## src/rtl/core/rrt_pkg.sv

```systemverilog
// ----------------------------------------------------------------------------
// rrt_pkg
// shared types and constants of the tree extend unit
// ----------------------------------------------------------------------------
package rrt_pkg;

  localparam int unsigned MaxNodesDef  = 1024;
  localparam int unsigned CoordBitsDef = 16;
  localparam int unsigned IdxW         = 10;
  localparam int unsigned HopW         = 10;
  localparam int unsigned CfgIdxW      = 3;
  localparam int unsigned CfgDataW     = 64;
  localparam logic [HopW-1:0] HopMax   = 10'd1023;

  localparam logic [CfgIdxW-1:0] RegObst0  = 3'd0;
  localparam logic [CfgIdxW-1:0] RegObst1  = 3'd1;
  localparam logic [CfgIdxW-1:0] RegObst2  = 3'd2;
  localparam logic [CfgIdxW-1:0] RegObst3  = 3'd3;
  localparam logic [CfgIdxW-1:0] RegStep   = 3'd4;
  localparam logic [CfgIdxW-1:0] RegRadius = 3'd5;
  localparam logic [CfgIdxW-1:0] RegStart  = 3'd6;

  localparam logic [1:0] StatAdded    = 2'd0;
  localparam logic [1:0] StatObstacle = 2'd1;
  localparam logic [1:0] StatFull     = 2'd2;

  // controller to datapath
  typedef struct packed {
    logic load;      // latch sample, clear scan state
    logic scan_rd;   // issue read for scan index
    logic scan_acc;  // accumulate read data (nearest pass)
    logic nb_acc;    // accumulate read data (parent pass)
    logic sq_start;
    logic dv_start;
    logic dv_sel_y;
    logic steer_x;
    logic steer_y;
    logic par_rd;
    logic commit;
    logic done;
  } rrt_cmd_t;

  // datapath to controller
  typedef struct packed {
    logic scan_last;
    logic far;
    logic full;
    logic obst;
    logic sq_busy;
    logic dv_busy;
  } rrt_sts_t;

endpackage

```

## src/rtl/core/rrt_ctrl.sv

```systemverilog
// ----------------------------------------------------------------------------
// rrt_ctrl
// sequencer for scans, root, divides and commit
// ----------------------------------------------------------------------------
module rrt_ctrl (
  input  logic              clk_i,
  input  logic              rst_ni,
  input  logic              start_i,
  output logic              busy_o,
  output logic              valid_o,
  output rrt_pkg::rrt_cmd_t cmd_o,
  input  rrt_pkg::rrt_sts_t sts_i
);
  import rrt_pkg::*;

  typedef enum logic [3:0] {
    StIdle, StScan, StScanEnd, StSqrt, StSqWait, StMulX, StDivX, StMulY, StDivY,
    StDecide, StNb, StNbEnd, StParRd, StCommit, StOut
  } state_e;

  state_e state_q;

  // accumulate flags are registered, so they trail the read and meet its data
  logic acc_q, nb_q;

  assign busy_o = (state_q != StIdle);

  always_comb begin
    cmd_o = '0;
    cmd_o.scan_acc = acc_q;
    cmd_o.nb_acc   = nb_q;
    unique case (state_q)
      StIdle:    cmd_o.load = start_i;
      StScan:    begin cmd_o.scan_rd = 1'b1; end
      StScanEnd: ;
      StSqrt:    cmd_o.sq_start = 1'b1;
      StSqWait:  ;
      StMulX:    cmd_o.dv_start = 1'b1;
      // the y product is loaded on the last x cycle
      StDivX:    begin
        cmd_o.steer_x  = !sts_i.dv_busy;
        cmd_o.dv_sel_y = !sts_i.dv_busy;
      end
      StMulY:    begin cmd_o.dv_start = 1'b1; cmd_o.dv_sel_y = 1'b1; end
      StDivY:    begin cmd_o.steer_y = !sts_i.dv_busy; cmd_o.dv_sel_y = 1'b1; end
      StDecide:  cmd_o.done = sts_i.full || sts_i.obst;
      StNb:      cmd_o.scan_rd = 1'b1;
      StNbEnd:   ;
      StParRd:   cmd_o.par_rd = 1'b1;
      StCommit:  cmd_o.commit = 1'b1;
      StOut:     ;
      default:   ;
    endcase
  end

  always_ff @(posedge clk_i or negedge rst_ni) begin
    if (!rst_ni) begin
      state_q <= StIdle;
      valid_o <= 1'b0;
      acc_q   <= 1'b0;
      nb_q    <= 1'b0;
    end else begin
      valid_o <= 1'b0;
      acc_q   <= (state_q == StScan);
      nb_q    <= (state_q == StNb);
      unique case (state_q)
        StIdle:    if (start_i) state_q <= StScan;
        StScan:    if (sts_i.scan_last) state_q <= StScanEnd;
        StScanEnd: state_q <= StSqrt;
        StSqrt:    state_q <= sts_i.far ? StSqWait : StDecide;
        StSqWait:  if (!sts_i.sq_busy) state_q <= StMulX;
        StMulX:    state_q <= StDivX;
        StDivX:    if (!sts_i.dv_busy) state_q <= StMulY;
        StMulY:    state_q <= StDivY;
        StDivY:    if (!sts_i.dv_busy) state_q <= StDecide;
        StDecide:  begin
          if (sts_i.full || sts_i.obst) begin
            state_q <= StOut;
          end else begin
            state_q <= StNb;
          end
        end
        StNb:      if (sts_i.scan_last) state_q <= StNbEnd;
        StNbEnd:   state_q <= StParRd;
        StParRd:   state_q <= StCommit;
        StCommit:  state_q <= StOut;
        StOut:     begin state_q <= StIdle; valid_o <= 1'b1; end
        default:   state_q <= StIdle;
      endcase
    end
  end
endmodule

```

## config.mk

```make
export PLATFORM = sky130hd
export DESIGN_NAME = rrt_ctrl
export DESIGN_NICKNAME = d
export VERILOG_FILES = /design/src/rtl/core/rrt_pkg.sv /design/src/rtl/core/rrt_ctrl.sv
export SDC_FILE = /design/constraint.sdc
export NUM_CORES = 1
export LEC_CHECK = 0
export ABC_AREA = 1
export BUFFER_PORTS_ARGS = -buffer_cell sky130_fd_sc_hd__buf_2
export CAP_MARGIN = 20
export CELL_PAD_IN_SITES_DETAIL_PLACEMENT = 1
export CELL_PAD_IN_SITES_GLOBAL_PLACEMENT = 1
export CORE_ASPECT_RATIO = 0.9
export CORE_UTILIZATION = 32
export DETAILED_ROUTE_END_ITERATION = 8
export HOLD_SLACK_MARGIN = 0.05
export PLACE_DENSITY = 0.86
export SYNTH_ARGS = -nofsm -noshare
export SYNTH_HDL_FRONTEND = slang
export SYNTH_SLANG_ARGS = --single-unit
```

## constraint.sdc

```tcl
create_clock -name clk_i -period 2.8 [get_ports clk_i]
set_input_delay 0.42 -clock clk_i [delete_from_list [all_inputs] [get_ports clk_i]]
set_output_delay 0.42 -clock clk_i [all_outputs]
set_load 0.01 [all_outputs]
```

==> key figures <==
Global routing
  • First-pass GRT wire length: 2340 um
  • Number of global-route vias before repair: 553
  • Grt ovf: 0
  • Largest net degree at the start of global routing: 9
  • Initial antenna violation count: 0
  • Gr usage total: 19.0%

CTS
  • Clock transition at path regs: 0.06 ns
  • Max Root-Sink Buffers: 2
  • Clock latency at the later pin of the worst-skew pair: 0.25 ns
  • Clock root cell: clkbuf_4
  • Cts bufs inserted: 3
  • H-tree levels: 1
  • TritonCTS clock tree: yes
  • Post CTS Setup Buffer Count: 0
  • Clock Sinks: 7

STA
  • Layout Skew: 0.000904 ns
  • Setup Total Neg Slack: 0 ns
  • Worst slew margin: 75.8%
  • Min Clock Period, post-route: 1.93 ns
  • Hold Slack: 0.415 ns
  • RSZ-0062 raised after global routing: false
  • Final Hold Fails: 0
  • Slew Limit Fails: 0
  • Least-Margin Pin Slew: 0.363 ns
  • Period utilization: 69.0%
  • Peak Freq: 518 MHz
  • Setup violations, final: 0

Setup path
  • WP data required: 2.38 ns
  • CP endpoint kind: primary output
  • R2R cell count: 7
  • Reg2reg setup slack: 1.46 ns
  • Reg2reg end: state_q[1]$_DFFE_PN0P_
  • Worst setup SP type: flop
  • Arr. time, crit path: 1.51 ns
  • Reg2reg start: state_q[2]$_DFFE_PN0P_
  • CP Class: flop to primary output
  • Critical Path Fanout Max: 8

Yosys
  • Cell area after synthesis: 539 um2
  • Post-synth top flop: dfrtp_1
  • Seq/Total Area, Yosys: 32.5%
  • Post-synth EDFFs: 0
  • Most common cell in the netlist: nand2_1
  • Register bit total from synthesis: 7
  • Top post-synthesis cells by count: nand2_1, inv_1, nor2_1
  • Synthesized instance count: 84
  • Ys async rst share: 100%
  • Share of the synthesized area in the top cell type: 32.5%
  • Top cells by area, synth: dfrtp_1, nand2_1, inv_1, nor2_1, nand3_1
  • Unique masters post-synth: 16
  • Syn_area_per_cell: 6.42 um2
  • Ys Warns: 0
  • Cell taking the most area after synthesis: dfrtp_1
  • Post-Syn Nets: 93

Route
  • Vias/cell: 4.51
  • 1st-pass router iterations: 2
  • Detailed Route Iter0 Violations: 1
  • Final ANT Viol Nets: 0
  • DR DRC count: 0
  • Drt wl/cell: 11.2 um
  • Vias: 586
  • Routed WL: 1460 um

Die
  • Chip width: 45.3 um
  • Rows: 13
  • Die H: 40.9 um
  • I/O pin total: 23
  • Placeable core area: 0.00151 mm2
  • Initial core utilization: 35.6%
  • Die area: 0.00185 mm2

Min path
  • Worst Hold Path EP: state_q[2]$_DFFE_PN0P_
  • Hold depth: 3
  • Hold WC Path Type: primary input to flop
  • Hold_sp: sts_i[4]

Placed design
  • Hpwl dp: 1200 um
  • GP Congestion: 0.801
  • Port buffer count: 22

Final layout
  • Share of cells above drive strength 1: 34.3%
  • N_diodes: 0
  • Nets@finish: 118
  • Fillers: 217
  • Syn-to-layout area delta: 28.1%

Pwr
  • PD cells: 1070 mW/mm2
  • Maximum VDD drop: 0.000570 V
  • Leakage: 0.442 nW

Status
  • Status: finished, final reports clean

Flow run
  • Max-Cap Viols: 0
## layout by cell type, fill, tap and decap left out, drive strengths merged
cell type / netlist / final
a21oi: 1 / 1
a31oi: 1 / 1
buf: 3 / 22
clkbuf: 0 / 4
dfrtp: 7 / 7
dlygate4sd3: 0 / 1
inv: 17 / 17
nand2: 24 / 24
nand3: 9 / 9
nor2: 15 / 15
nor3: 3 / 3
o211ai: 1 / 1
o21ai: 3 / 3
## state kept, by name (all words and copies together), names as in the netlist
name     cells
acc_q        1
nb_q         1
state_q      4
valid_o      1
## area by class of cell
type,count,area (um2),area share [%]
clock buffers,4,26.3,3.80
inverters,17,63.8,9.24
multi-input cells,57,278,40.2
flip-flops and latches,7,175,25.4
well taps,22,27.5,3.99
repair buffers,23,120,17.4
## cells by family after synthesis
| group | synth area share, % |
|---|---|
| buf+inv | 16.0 |
| flops | 32.5 |
| compound gates | 6.26 |
| simple gates | 45.2 |
## power by group
part           total, mW  internal, mW  leakage (nW)  switching [mW]
clock network     0.0965        0.0547        0.0150          0.0418
logic              0.430         0.157         0.337           0.274
registers          0.211         0.142        0.0894          0.0686
total              0.738         0.353         0.442           0.384
## worst max-delay path by stage
stage                 to  slack [ns]                    from  cells after the start
2_1_floorplan  cmd_o[11]        1.36  state_q[0]$_DFFE_PN0P_                      3
3_3_place_gp    cmd_o[5]        1.15  state_q[2]$_DFFE_PN0P_                      5
3_5_place_dp    cmd_o[5]        1.16  state_q[2]$_DFFE_PN0P_                      5
4_1_cts         cmd_o[5]        0.84  state_q[2]$_DFFE_PN0P_                      5
5_1_grt         cmd_o[0]        0.71  state_q[0]$_DFFE_PN0P_                      7
6_report        cmd_o[5]        0.87  state_q[2]$_DFFE_PN0P_                      5
## timing repair
| action | CTS | global route |
|---|---|---|
| resized for setup | 0 | 0 |
| hold buffers | 1 | 0 |
| endpoints found under the hold margin | 7 | 0 |
## stage by stage
step	total power [mW]	utilization [%]	cell area, um2	setup slack, ns	instances
floorplan	0.528	-	539	1.36	84
global placement	0.636	43.3	654	1.15	125
detailed placement	0.642	43.3	654	1.16	125
CTS	0.749	45.7	691	0.839	130
global route	0.820	45.7	691	0.710	130
finish	0.738	45.7	691	0.869	130
## layer usage
| layer | vias to the layer above | routed length [um] | global-route usage (%) |
|---|---|---|---|
| li1 | 301 | - | - |
| met1 | 266 | 651 | 20.9 |
| met2 | 17 | 728 | 35.5 |
| met3 | 2 | 67 | 2.64 |
| met4 | 0 | 10 | 11.4 |
| met5 | - | 0 | 0 |
## worst max-delay path, stage by stage, from the launching register on
cell and delay (ns):
dfrtp_1 0.56, inv_2 0.07, nor2_1 0.18, nand2_1 0.13, o211ai_1 0.17, buf_2 0.16
No activity file was read; power rests on OpenSTA's default activity.
